[src/rtl/pda_pkg.sv]
`default_nettype none
package pda_pkg;

  localparam int unsigned GRID_DEFAULT = 4;
  localparam logic [31:0] BOX_RESET    = 32'd6553600;
  // floor(x / 10) for any 32-bit x as (x * HALO_RECIP) >> HALO_SHIFT
  localparam logic [31:0] HALO_RECIP   = 32'hCCCC_CCCD;
  localparam int unsigned HALO_SHIFT   = 35;
  localparam int unsigned MAX_REC      = 8;

  typedef enum logic [2:0] {F_CELL, F_OV, F_IDLE, F_HOME, F_PUSH} front_state_t;
  typedef enum logic [0:0] {B_RUN, B_DONE} back_state_t;

  typedef struct packed {
    logic [31:0] box;
    logic [31:0] dom_size;
    logic [31:0] ov;
  } geom_t;

  typedef struct packed {
    logic [31:0] px;
    logic [31:0] py;
    logic [31:0] pz;
    logic [2:0]  hx;
    logic [2:0]  hy;
    logic [2:0]  hz;
    logic [30:0] part;
    logic [9:0]  file;
  } task_t;

  typedef struct packed {
    logic [5:0]  domain_index;
    logic        matched;
    logic        interior;
    logic [31:0] record_number;
    logic [30:0] echo_particle;
    logic [9:0]  echo_file;
    logic        last;
  } rec_t;

  // point within the widened bounds, moved by one box toward the centre if far
  function automatic logic axis_holds(input logic [31:0] p, input logic [31:0] lvl,
                                      input logic [31:0] csize, input logic [31:0] ov,
                                      input logic [31:0] box);
    logic signed [37:0] sp, sl, sc, so, sb, c2, d, q;
    begin
      sp = signed'({6'd0, p});
      sl = signed'({6'd0, lvl});
      sc = signed'({6'd0, csize});
      so = signed'({6'd0, ov});
      sb = signed'({6'd0, box});
      c2 = sl + sl + sc;
      d  = sp + sp - c2;
      q  = sp;
      if (d > sb || -d > sb) begin
        q = (c2 > sp + sp) ? sp + sb : sp - sb;
      end
      return (q >= sl - so) && (q <= sl + sc + so);
    end
  endfunction

  function automatic logic axis_core(input logic [31:0] p, input logic [31:0] lvl,
                                     input logic [31:0] csize);
    logic [32:0] hi;
    begin
      hi = {1'b0, lvl} + {1'b0, csize};
      return (p >= lvl) && ({1'b0, p} <= hi);
    end
  endfunction

endpackage
`default_nettype wire

[src/rtl/pda_queue.sv]
`default_nettype none
module pda_queue (
  input  wire logic           clk,
  input  wire logic           rst,
  input  wire logic           in_valid,
  output logic                in_ready,
  input  wire pda_pkg::task_t in_data,
  output logic                out_valid,
  input  wire logic           out_pop,
  output pda_pkg::task_t      out_data
);

  pda_pkg::task_t mem [2];
  logic       wp, rp;
  logic [1:0] cnt;
  logic       push, pop;

  assign in_ready  = cnt != 2'd2;
  assign out_valid = cnt != 2'd0;
  assign out_data  = mem[rp];
  assign push      = in_valid && in_ready;
  assign pop       = out_pop && out_valid;

  always_ff @(posedge clk) begin
    if (rst) begin
      wp  <= 1'b0;
      rp  <= 1'b0;
      cnt <= 2'd0;
    end else begin
      if (push) wp <= ~wp;
      if (pop) rp <= ~rp;
      cnt <= cnt + 2'(push) - 2'(pop);
    end
  end

  always_ff @(posedge clk) begin
    if (push) mem[wp] <= in_data;
  end

endmodule
`default_nettype wire

[config.mk]
export PLATFORM = sky130hd
export DESIGN_NAME = pda_queue
export DESIGN_NICKNAME = d
export VERILOG_FILES = /design/src/rtl/pda_pkg.sv /design/src/rtl/pda_queue.sv
export SDC_FILE = /design/constraint.sdc
export NUM_CORES = 1
export LEC_CHECK = 0
export BUFFER_PORTS_ARGS = -buffer_cell sky130_fd_sc_hd__buf_2
export CAP_MARGIN = 25
export CORE_ASPECT_RATIO = 0.5
export CORE_UTILIZATION = 50
export DETAILED_ROUTE_END_ITERATION = 8
export HOLD_SLACK_MARGIN = 0.12
export PLACE_DENSITY = 0.8
export SETUP_SLACK_MARGIN = 0.05
export SLEW_MARGIN = 40
export SYNTH_ARGS = -nofsm -noshare
export SYNTH_HDL_FRONTEND = slang
export SYNTH_SLANG_ARGS = --single-unit
[constraint.sdc]
create_clock -name clk -period 8.2 [get_ports clk]
set_input_delay 0.41 -clock clk [delete_from_list [all_inputs] [get_ports clk]]
set_output_delay 0.41 -clock clk [all_outputs]
set_load 0.02 [all_outputs]
==> results_dict.tcl <==
set metrics [dict create \
    drive_above_1_share_pct 51.5 \
    portBuffers 297 \
    antenna_left 0 \
    core_area_um2 20900 \
    routed_wl_um 24300 \
    finalCritPeriodShare_pct 33.1 \
    grt_pass1_wl_um 35900 \
    clock-sinks 297 \
    cts-buffers-inserted 26 \
    tightest_slew_ps 763 \
    syn_inst 478 \
    antenna_found_initial 5 \
    overflow 0 \
    nFillCells 1298 \
    insertion_delay_ps 530 \
    synth_flop_cell "edfxtp_1" \
    detail_route.wl_per_cell_um 19.3 \
    synth_cell_types 16 \
    p_total_mw 4.40 \
    hold_path.class "input port to flip-flop" \
    fmax_ghz 0.368 \
    cts_tree "yes" \
    ys_ff_latch 297 \
    drcViolationCount 0 \
    status "finished, final reports clean" \
    dp_slack_ps 5750 \
    synth_fp_nets 630 \
    via_count 6245 \
    setup_tns_ps 0 \
    fp.dieW_um 210 \
    rsz0062_at_grt "no" \
    htree_levels 1 \
    die_area_um2 22300 \
    crit_arrival_ps 2310 \
    fin_ws_ps 5480 \
    synth_top_area_share_pct 80.8 \
    p_leak_nw 5.62 \
    max_stage_delay_ps 550 \
    avgSynthCellArea_um2 22.7 \
    yosysMostFrequentCell "edfxtp_1" \
    endpoint_kind "output pin" \
    yosys_warnings 0 \
    worst_setup_path_start_kind "flip-flop" \
    crit_fanout 74 \
    netlist_top_cells_count "292 x edfxtp_1, 147 x mux2_2, 10 x clkbuf_8, 6 x buf_6" \
    setup_violations 0 \
    area_growth_pct 37.8 \
    ir_drop_uv 242 \
    cp.required_ps 7790 \
    grt_max_degree 76 \
    fp.dieH_um 106 \
    cp_slowest_cell "buf_6" \
    maxCapViolations 0 \
    clock-skew-final_ps 20.4 \
    netlist_top_cells_area "edfxtp_1 81%, mux2_2 15%, clkbuf_8 1.3%" \
    cts.path.max_buffers 3 \
    worstPathCellList "buf_6 > mux2_2 > buf_2" \
    min_period_ps 2720 \
    grt_pass1_vias 6684 \
    async_flop_share_pct 0 \
    drt_iter0_drc 330 \
    hold_viol_final 0 \
    fin_nets 1093 \
    place_area_um2 12600 \
    firstDrtPassIters 4 \
    finalMaxSlewViolations 0 \
    io_pins 298 \
    synth_edf_count 292 \
    clk_pin_slew_worst_paths_ps 70 \
    grt_usage_pct 21.5 \
    globalplace.congestion 0.746 \
    via_per_inst 4.97 \
    cp_top_family "buffers and inverters" \
    max_slew_margin_pct 49.1 \
    dp_hpwl_um 14000 \
    root_buffer "clkbuf_16" \
    p_per_area_nw_per_um2 294 \
    synth.largest_area_cell "edfxtp_1" \
    synthesis.area_um2 10800 \
    initial_core_util_pct 51.8 \
    design_area_um2 15000 \
    rows 37 \
    crit_type "flip-flop to output pin" \
    crit_buf_inv 2 \
    ys_seq_area_share_pct 81.8 \
    cts_setup_buffers 0 \
]
==> through the flow <==
| step | std cells | hold slack (ps) | util (%) |
|---|---|---|---|
| 3_5_place_dp | 1058 | 500 | 60.3 |
| 3_3_place_gp | 1056 | 496 | 60.0 |
| 6_report | 1257 | 289 | 71.5 |
| 4_1_cts | 1252 | 267 | 71.4 |
| 2_1_floorplan | 478 | 481 | - |
| 5_1_grt | 1257 | 292 | 71.5 |
==> state kept, by name (all words and copies together), names as in the netlist, named ones only <==
register	cells
rp	1
cnt	2
wp	1
mem	292
==> kinds of logic after synthesis <==
| group | synth area share [%] |
|---|---|
| fa+ha+maj | 0.231 |
| compound gates | 0.0692 |
| buf+inv | 1.93 |
| xor+xnor | 0.242 |
| simple gates | 0.519 |
| flops | 81.8 |
| mux | 15.3 |
==> cells in the final DEF, fill, tap and decap left out, types with 2 or more instances in the layout <==
| master | n |
|---|---|
| clkbuf_1 | 8 |
| ha_1 | 2 |
| buf_6 | 5 |
| bufinv_16 | 3 |
| edfxtp_1 | 292 |
| mux2_2 | 147 |
| diode_2 | 5 |
| clkinvlp_4 | 2 |
| nor2_1 | 4 |
| xnor2_1 | 2 |
| clkbuf_16 | 27 |
| buf_2 | 297 |
| nor2b_1 | 2 |
| dfxtp_1 | 4 |
| dlygate4sd3_1 | 147 |
| clkinv_2 | 5 |
==> worst paths after layout <==
path | start | endpoint | slack (ps) | depth (start not counted)
max | flip-flop | out_data[74] | 5480 | 3
min | out_pop | rp | 290 | 4
max reg2reg | cnt[0] | mem[0][78] | 5720 | 5
min reg2reg | rp | rp | 540 | 2
==> worst min-delay path: cells and delay by family <==
family / cells / cell delay [ps]
AOI/OAI and AO/OA: 1 / 140
xor gates and xnor gates: 1 / 80
and+or+nand+nor: 1 / 80
buffers and inverters: 1 / 70
==> layer usage <==
metal	share of wire, %	GRT usage [%]	routed length, um	up-vias
li1	-	-	-	2840
met1	37	23.1	8930	3164
met2	56	40.6	13500	171
met3	3.2	3.93	789	70
met4	4.5	11.2	1080	0
met5	0	0	0	-
==> timing repair <==
| action | 4_1_cts | 5_1_grt |
|---|---|---|
| resized for setup | 0 | 0 |
| hold endpoints to repair | 296 | 0 |
| hold buffers | 147 | 0 |
==> power by group <==
group | switching (mW) | internal, mW
sequential | 0.0596 | 1.91
clock | 0.528 | 0.709
combinational | 0.711 | 0.483
==> cell type report <==
type	count	area, um2	area share, %
diodes	5	12.5	0.0837
clock buffers	36	719	4.81
clock inverters	11	134	0.895
inverters	1	3.75	0.0251
multi-input cells	164	1780	11.9
flip-flops and latches	297	8870	59.3
well taps	292	365	2.44
repair buffers	451	3060	20.5
No activity file was read; power rests on OpenSTA's default activity.
