`src/rtl/pda_pkg.sv`:
```
`default_nettype none
package pda_pkg;

  localparam int unsigned GRID_DEFAULT = 4;
  localparam logic [31:0] BOX_RESET    = 32'd6553600;
  // floor(x / 10) for any 32-bit x as (x * HALO_RECIP) >> HALO_SHIFT
  localparam logic [31:0] HALO_RECIP   = 32'hCCCC_CCCD;
  localparam int unsigned HALO_SHIFT   = 35;
  localparam int unsigned MAX_REC      = 8;

  typedef enum logic [2:0] {F_CELL, F_OV, F_IDLE, F_HOME, F_PUSH} front_state_t;
  typedef enum logic [0:0] {B_RUN, B_DONE} back_state_t;

  typedef struct packed {
    logic [31:0] box;
    logic [31:0] dom_size;
    logic [31:0] ov;
  } geom_t;

  typedef struct packed {
    logic [31:0] px;
    logic [31:0] py;
    logic [31:0] pz;
    logic [2:0]  hx;
    logic [2:0]  hy;
    logic [2:0]  hz;
    logic [30:0] part;
    logic [9:0]  file;
  } task_t;

  typedef struct packed {
    logic [5:0]  domain_index;
    logic        matched;
    logic        interior;
    logic [31:0] record_number;
    logic [30:0] echo_particle;
    logic [9:0]  echo_file;
    logic        last;
  } rec_t;

  // point within the widened bounds, moved by one box toward the centre if far
  function automatic logic axis_holds(input logic [31:0] p, input logic [31:0] lvl,
                                      input logic [31:0] csize, input logic [31:0] ov,
                                      input logic [31:0] box);
    logic signed [37:0] sp, sl, sc, so, sb, c2, d, q;
    begin
      sp = signed'({6'd0, p});
      sl = signed'({6'd0, lvl});
      sc = signed'({6'd0, csize});
      so = signed'({6'd0, ov});
      sb = signed'({6'd0, box});
      c2 = sl + sl + sc;
      d  = sp + sp - c2;
      q  = sp;
      if (d > sb || -d > sb) begin
        q = (c2 > sp + sp) ? sp + sb : sp - sb;
      end
      return (q >= sl - so) && (q <= sl + sc + so);
    end
  endfunction

  function automatic logic axis_core(input logic [31:0] p, input logic [31:0] lvl,
                                     input logic [31:0] csize);
    logic [32:0] hi;
    begin
      hi = {1'b0, lvl} + {1'b0, csize};
      return (p >= lvl) && ({1'b0, p} <= hi);
    end
  endfunction

endpackage
`default_nettype wire

```
`src/rtl/pda_back.sv`:
```
`default_nettype none
module pda_back #(
  parameter int unsigned GRID_PER_AXIS = pda_pkg::GRID_DEFAULT
) (
  input  wire logic           clk,
  input  wire logic           rst,
  input  wire pda_pkg::geom_t geom,
  input  wire logic           t_valid,
  input  wire pda_pkg::task_t t_data,
  output logic                t_pop,
  output logic                out_valid,
  input  wire logic           out_ready,
  output pda_pkg::rec_t       out_rec
);

  localparam logic [4:0]  G5  = 5'(GRID_PER_AXIS);
  localparam logic [11:0] G12 = 12'(GRID_PER_AXIS);
  localparam logic [11:0] GG  = 12'(GRID_PER_AXIS * GRID_PER_AXIS);

  pda_pkg::back_state_t state, state_next;
  logic [1:0]  dx, dy, dz, dx_next, dy_next, dz_next;
  logic [3:0]  n, n_next;
  logic [31:0] rec_cnt, rec_cnt_next;
  logic        pend_valid, pend_valid_next;
  pda_pkg::rec_t pend, pend_next, out_next;
  logic        out_valid_next;
  logic        can_push, skip, hit, last_combo;
  logic [2:0]  ix, iy, iz;
  logic [31:0] lx, ly, lz;
  logic [11:0] jw;

  function automatic logic [2:0] wrap(input logic [2:0] h, input logic [1:0] d);
    logic [4:0] s;
    begin
      s = 5'(h) + 5'(d) + G5 - 5'd1;
      if (s >= G5) s = s - G5;
      if (s >= G5) s = s - G5;
      return s[2:0];
    end
  endfunction

  always_comb begin
    ix = wrap(t_data.hx, dx);
    iy = wrap(t_data.hy, dy);
    iz = wrap(t_data.hz, dz);
    lx = 32'(ix * geom.dom_size);
    ly = 32'(iy * geom.dom_size);
    lz = 32'(iz * geom.dom_size);
    jw = 12'(ix) + 12'(iy) * G12 + 12'(iz) * GG;
    // a repeated neighbour is the one whose offset reaches past the grid
    skip = (5'(dx) >= G5) || (5'(dy) >= G5) || (5'(dz) >= G5);
    hit  = !skip &&
           pda_pkg::axis_holds(t_data.px, lx, geom.dom_size, geom.ov, geom.box) &&
           pda_pkg::axis_holds(t_data.py, ly, geom.dom_size, geom.ov, geom.box) &&
           pda_pkg::axis_holds(t_data.pz, lz, geom.dom_size, geom.ov, geom.box);
    last_combo = (dx == 2'd2) && (dy == 2'd2) && (dz == 2'd2);
  end

  assign can_push = !out_valid || out_ready;

  always_comb begin
    state_next      = state;
    dx_next         = dx;
    dy_next         = dy;
    dz_next         = dz;
    n_next          = n;
    rec_cnt_next    = rec_cnt;
    pend_valid_next = pend_valid;
    pend_next       = pend;
    out_valid_next  = out_valid && !out_ready;
    out_next        = out_rec;
    t_pop           = 1'b0;
    case (state)
      pda_pkg::B_RUN: begin
        if (t_valid && can_push) begin
          if (hit) begin
            if (pend_valid) begin
              out_next       = pend;
              out_valid_next = 1'b1;
            end
            pend_next.domain_index  = jw[5:0];
            pend_next.matched       = 1'b1;
            pend_next.interior      =
              pda_pkg::axis_core(t_data.px, lx, geom.dom_size) &&
              pda_pkg::axis_core(t_data.py, ly, geom.dom_size) &&
              pda_pkg::axis_core(t_data.pz, lz, geom.dom_size);
            pend_next.record_number = rec_cnt;
            pend_next.echo_particle = t_data.part;
            pend_next.echo_file     = t_data.file;
            pend_next.last          = 1'b0;
            pend_valid_next         = 1'b1;
            if (rec_cnt != '1) rec_cnt_next = rec_cnt + 32'd1;
            n_next = n + 4'd1;
          end
          dz_next = (dz == 2'd2) ? 2'd0 : dz + 2'd1;
          if (dz == 2'd2) begin
            dy_next = (dy == 2'd2) ? 2'd0 : dy + 2'd1;
            if (dy == 2'd2) dx_next = dx + 2'd1;
          end
          if (last_combo || (hit && n == 4'(pda_pkg::MAX_REC - 1)))
            state_next = pda_pkg::B_DONE;
        end
      end
      pda_pkg::B_DONE: begin
        if (can_push) begin
          out_valid_next = 1'b1;
          if (pend_valid) begin
            out_next      = pend;
            out_next.last = 1'b1;
          end else begin
            out_next.domain_index  = '0;
            out_next.matched       = 1'b0;
            out_next.interior      = 1'b0;
            out_next.record_number = rec_cnt;
            out_next.echo_particle = t_data.part;
            out_next.echo_file     = t_data.file;
            out_next.last          = 1'b1;
          end
          t_pop           = 1'b1;
          pend_valid_next = 1'b0;
          n_next          = 4'd0;
          dx_next         = 2'd0;
          dy_next         = 2'd0;
          dz_next         = 2'd0;
          state_next      = pda_pkg::B_RUN;
        end
      end
      default: state_next = pda_pkg::B_RUN;
    endcase
  end

  always_ff @(posedge clk) begin
    if (rst) begin
      state      <= pda_pkg::B_RUN;
      dx         <= 2'd0;
      dy         <= 2'd0;
      dz         <= 2'd0;
      n          <= 4'd0;
      rec_cnt    <= '0;
      pend_valid <= 1'b0;
      out_valid  <= 1'b0;
    end else begin
      state      <= state_next;
      dx         <= dx_next;
      dy         <= dy_next;
      dz         <= dz_next;
      n          <= n_next;
      rec_cnt    <= rec_cnt_next;
      pend_valid <= pend_valid_next;
      out_valid  <= out_valid_next;
    end
  end

  always_ff @(posedge clk) begin
    pend    <= pend_next;
    out_rec <= out_next;
  end

endmodule
`default_nettype wire

```
`config.mk`:
```
export PLATFORM = sky130hd
export DESIGN_NAME = pda_back
export DESIGN_NICKNAME = d
export VERILOG_FILES = /design/src/rtl/pda_pkg.sv /design/src/rtl/pda_back.sv
export SDC_FILE = /design/constraint.sdc
export NUM_CORES = 2
export LEC_CHECK = 0
export BUFFER_PORTS_ARGS = -buffer_cell sky130_fd_sc_hd__buf_4
export CORE_ASPECT_RATIO = 0.8
export CORE_UTILIZATION = 40
export CTS_BUF_LIST = sky130_fd_sc_hd__clkbuf_8 sky130_fd_sc_hd__clkbuf_16
export CTS_CLUSTER_DIAMETER = 80
export DETAILED_ROUTE_END_ITERATION = 7
export SLEW_MARGIN = 20
export SYNTH_ARGS = -nofsm -noshare
export SYNTH_HDL_FRONTEND = slang
export SYNTH_SLANG_ARGS = --single-unit
```
`constraint.sdc`:
```
create_clock -name clk -period 48.6 [get_ports clk]
set_clock_uncertainty 0.05 [all_clocks]
set_input_delay 7.29 -clock clk [delete_from_list [all_inputs] [get_ports clk]]
set_output_delay 7.29 -clock clk [all_outputs]
set_load 0.005 [all_outputs]
```
==> metrics.txt <==
status=finished, final reports clean; CTS sink cnt=207; gr ovfl total=0; Hold Crit Class=reg2reg; yosys warns=0; area occupied by multi-input gates=59600 um2; CTS root buf=clkbuf_16; DRC viols=0; Area Growth Syn to Fin=8.31%; Post-synth EDFFs=162; number of routed nets with antenna violations=0; worst endpoint required time=48.66 ns; share of the cycle needed by the critical path after routing=53.7%; TritonRoute pass-1 iters=7; insertion delay to the later sink of the worst-skew pair=0.49 ns; Synth Cell Area=69900 um2; transition time of the tightest slew-check pin=1.22 ns; achievable frequency=0.0383 GHz; via count=70500; R2R cell count=69; CTS clock-pin slew for the worst setup and hold paths=0.07 ns; GRT Overall Usage=30.9%; Post-synth ARST share=0%; WHS=0.413 ns; sequential-to-total area share from yosys stat=8.25%; Post-Syn Nets=11100; row cnt=136; setup violators final=0; unrepaired setup endpoints after global routing=no; vias per inst=6.04; worst reg2reg path startpoint=dx[1]$_SDFFE_PP0P_; Synth Flop Type=edfxtp_1; synthesized flop and latch total=207; GPL Wtd Cong=1.00; Register Area=5770 um2; Critical Path Start=t_data[48]; CP endpoint kind=flip-flop; final hold violations=0; vias in the first global route=68000; syn avg cell area=7.64 um2; total of max-cap violations=0; Hold-fix buffers, CTS=0; CTS H-tree depth=1; most frequent cells in the layout=1450 x ha_1, 1032 x inv_1, 752 x a21oi_1; setup TNS=0 ns; reg2reg setup slack=28.98 ns; core area=173000 um2; worst-path maximum fanout=63; Initial Util=40.5%; DR iter-0 viols=6316; DIE AREA=176000 um2; share of cells above drive strength 1=7.09%; critical path class=in2reg; hold path startpoint=rec_cnt[16]$_SDFFE_PP0P_; width of the die=469 um; Crit path buffers/inverters=7; final wirelength=285 mm; Final Max Tran Viols=0; CTS max path bufs=3; DR WL/cell=24.4 um; number of distinct library cells after synthesis=98; relative slew slack=17.6%; Syn Inst Count=9154; Layout Nets=11300; post-CTS setup repair buffer count=0; I/O Pins=330; crit-path max cell delay=0.93 ns; first-pass GRT wire length=416 mm; Post-DP HPWL=245 mm; Slowest-stage cell, CP=a2111oi_0; largest net degree at the start of global routing=84; initial antenna violation count=20; CTS tree=yes; die height=376 um; Worst Hold Depth=0; PostCTS Resize Cnt=0; filler instances=17600; CP Launch Type=input port; PortBufs=329; Final min period=26.08 ns; worst r2r dst=pend[9]$_DFFE_PP_; cts bufs inserted=16; most common cell after layout, fill and taps aside=ha_1; CP delay by family, top=compound AO/OA/AOI/OAI gates; sink of the worst hold path=pend[58]$_DFFE_PP_; arrival time worst endpoint=26.14 ns
-- area by class of cell --
class,count,area share [%]
timing repair buffer,418,4.17
inverter,1031,5.11
antenna,11,0.0363
tap,2277,3.76
multi-input combinational,7701,78.6
sequential,207,7.61
clock inverter,11,0.107
clock buffer,17,0.562
-- metrics by stage --
step | util, % | cell area (um2) | setup slack [ns] | instances
5_1_grt | 43.8 | 75700 | 21.07 | 11700
3_5_place_dp | 43.5 | 75200 | 22.19 | 11600
3_3_place_gp | 43.5 | 75200 | 22.67 | 11600
6_report | 43.8 | 75700 | 22.52 | 11700
2_1_floorplan | - | 69900 | 23.28 | 9154
4_1_cts | 43.8 | 75700 | 22.62 | 11700
-- cells by family (layout without fill, tap and decap cells) --
family / Yosys count / in the layout / synth area share (%)
simple gates: 2741 / 2741 / 19.4
compound gates: 2498 / 2498 / 23.2
fa+ha+maj: 1660 / 1660 / 32.0
buf+inv: 1246 / 1477 / 6.71
xor+xnor: 656 / 656 / 8.22
flops: 207 / 207 / 8.25
mux: 146 / 146 / 2.27
other cells: 0 / 11 / 0
-- registers in the layout, indices dropped and copies added, names as in the netlist --
signal / cells
dz: 2
out_valid: 1
out_rec: 82
pend: 80
dx: 2
state: 1
pend_valid: 1
n: 4
dy: 2
rec_cnt: 32
-- synth_stat cells (162+ instances only) --
cell type / number / share of area [%]
a21o_1: 397 / 4.3
a21oi_1: 755 / 5.4
clkbuf_1: 196 / 1.1
edfxtp_1: 162 / 7.0
fa_1: 210 / 6.0
ha_1: 1450 / 26
inv_1: 1031 / 5.5
nand2_1: 718 / 3.9
nand3_1: 210 / 1.5
nor2_1: 614 / 3.3
nor3_1: 239 / 1.7
o21ai_0: 472 / 3.4
xnor2_1: 396 / 5.0
xor2_1: 260 / 3.3
-- layer usage --
metal / global-route usage [%] / part of all wire [%]
met5: 0 / 0
met4: 9.60 / 3.5
met1: 43.4 / 45
met3: 3.53 / 8.1
met2: 49.2 / 43
-- worst max path at each step --
| stage | to | cells after the start |
|---|---|---|
| after floorplan | out_rec[0]$_SDFFCE_PN0P_ | 70 |
| after global placement | pend[4]$_DFFE_PP_ | 71 |
| after detailed placement | pend[5]$_DFFE_PP_ | 70 |
| after CTS | pend[5]$_DFFE_PP_ | 70 |
| after global routing | pend[19]$_DFFE_PP_ | 70 |
| final | pend[9]$_DFFE_PP_ | 70 |
Power is left out: the tool's default activity adds up to more than one toggle a clock period on the data nets, which glitch-free logic cannot reach.
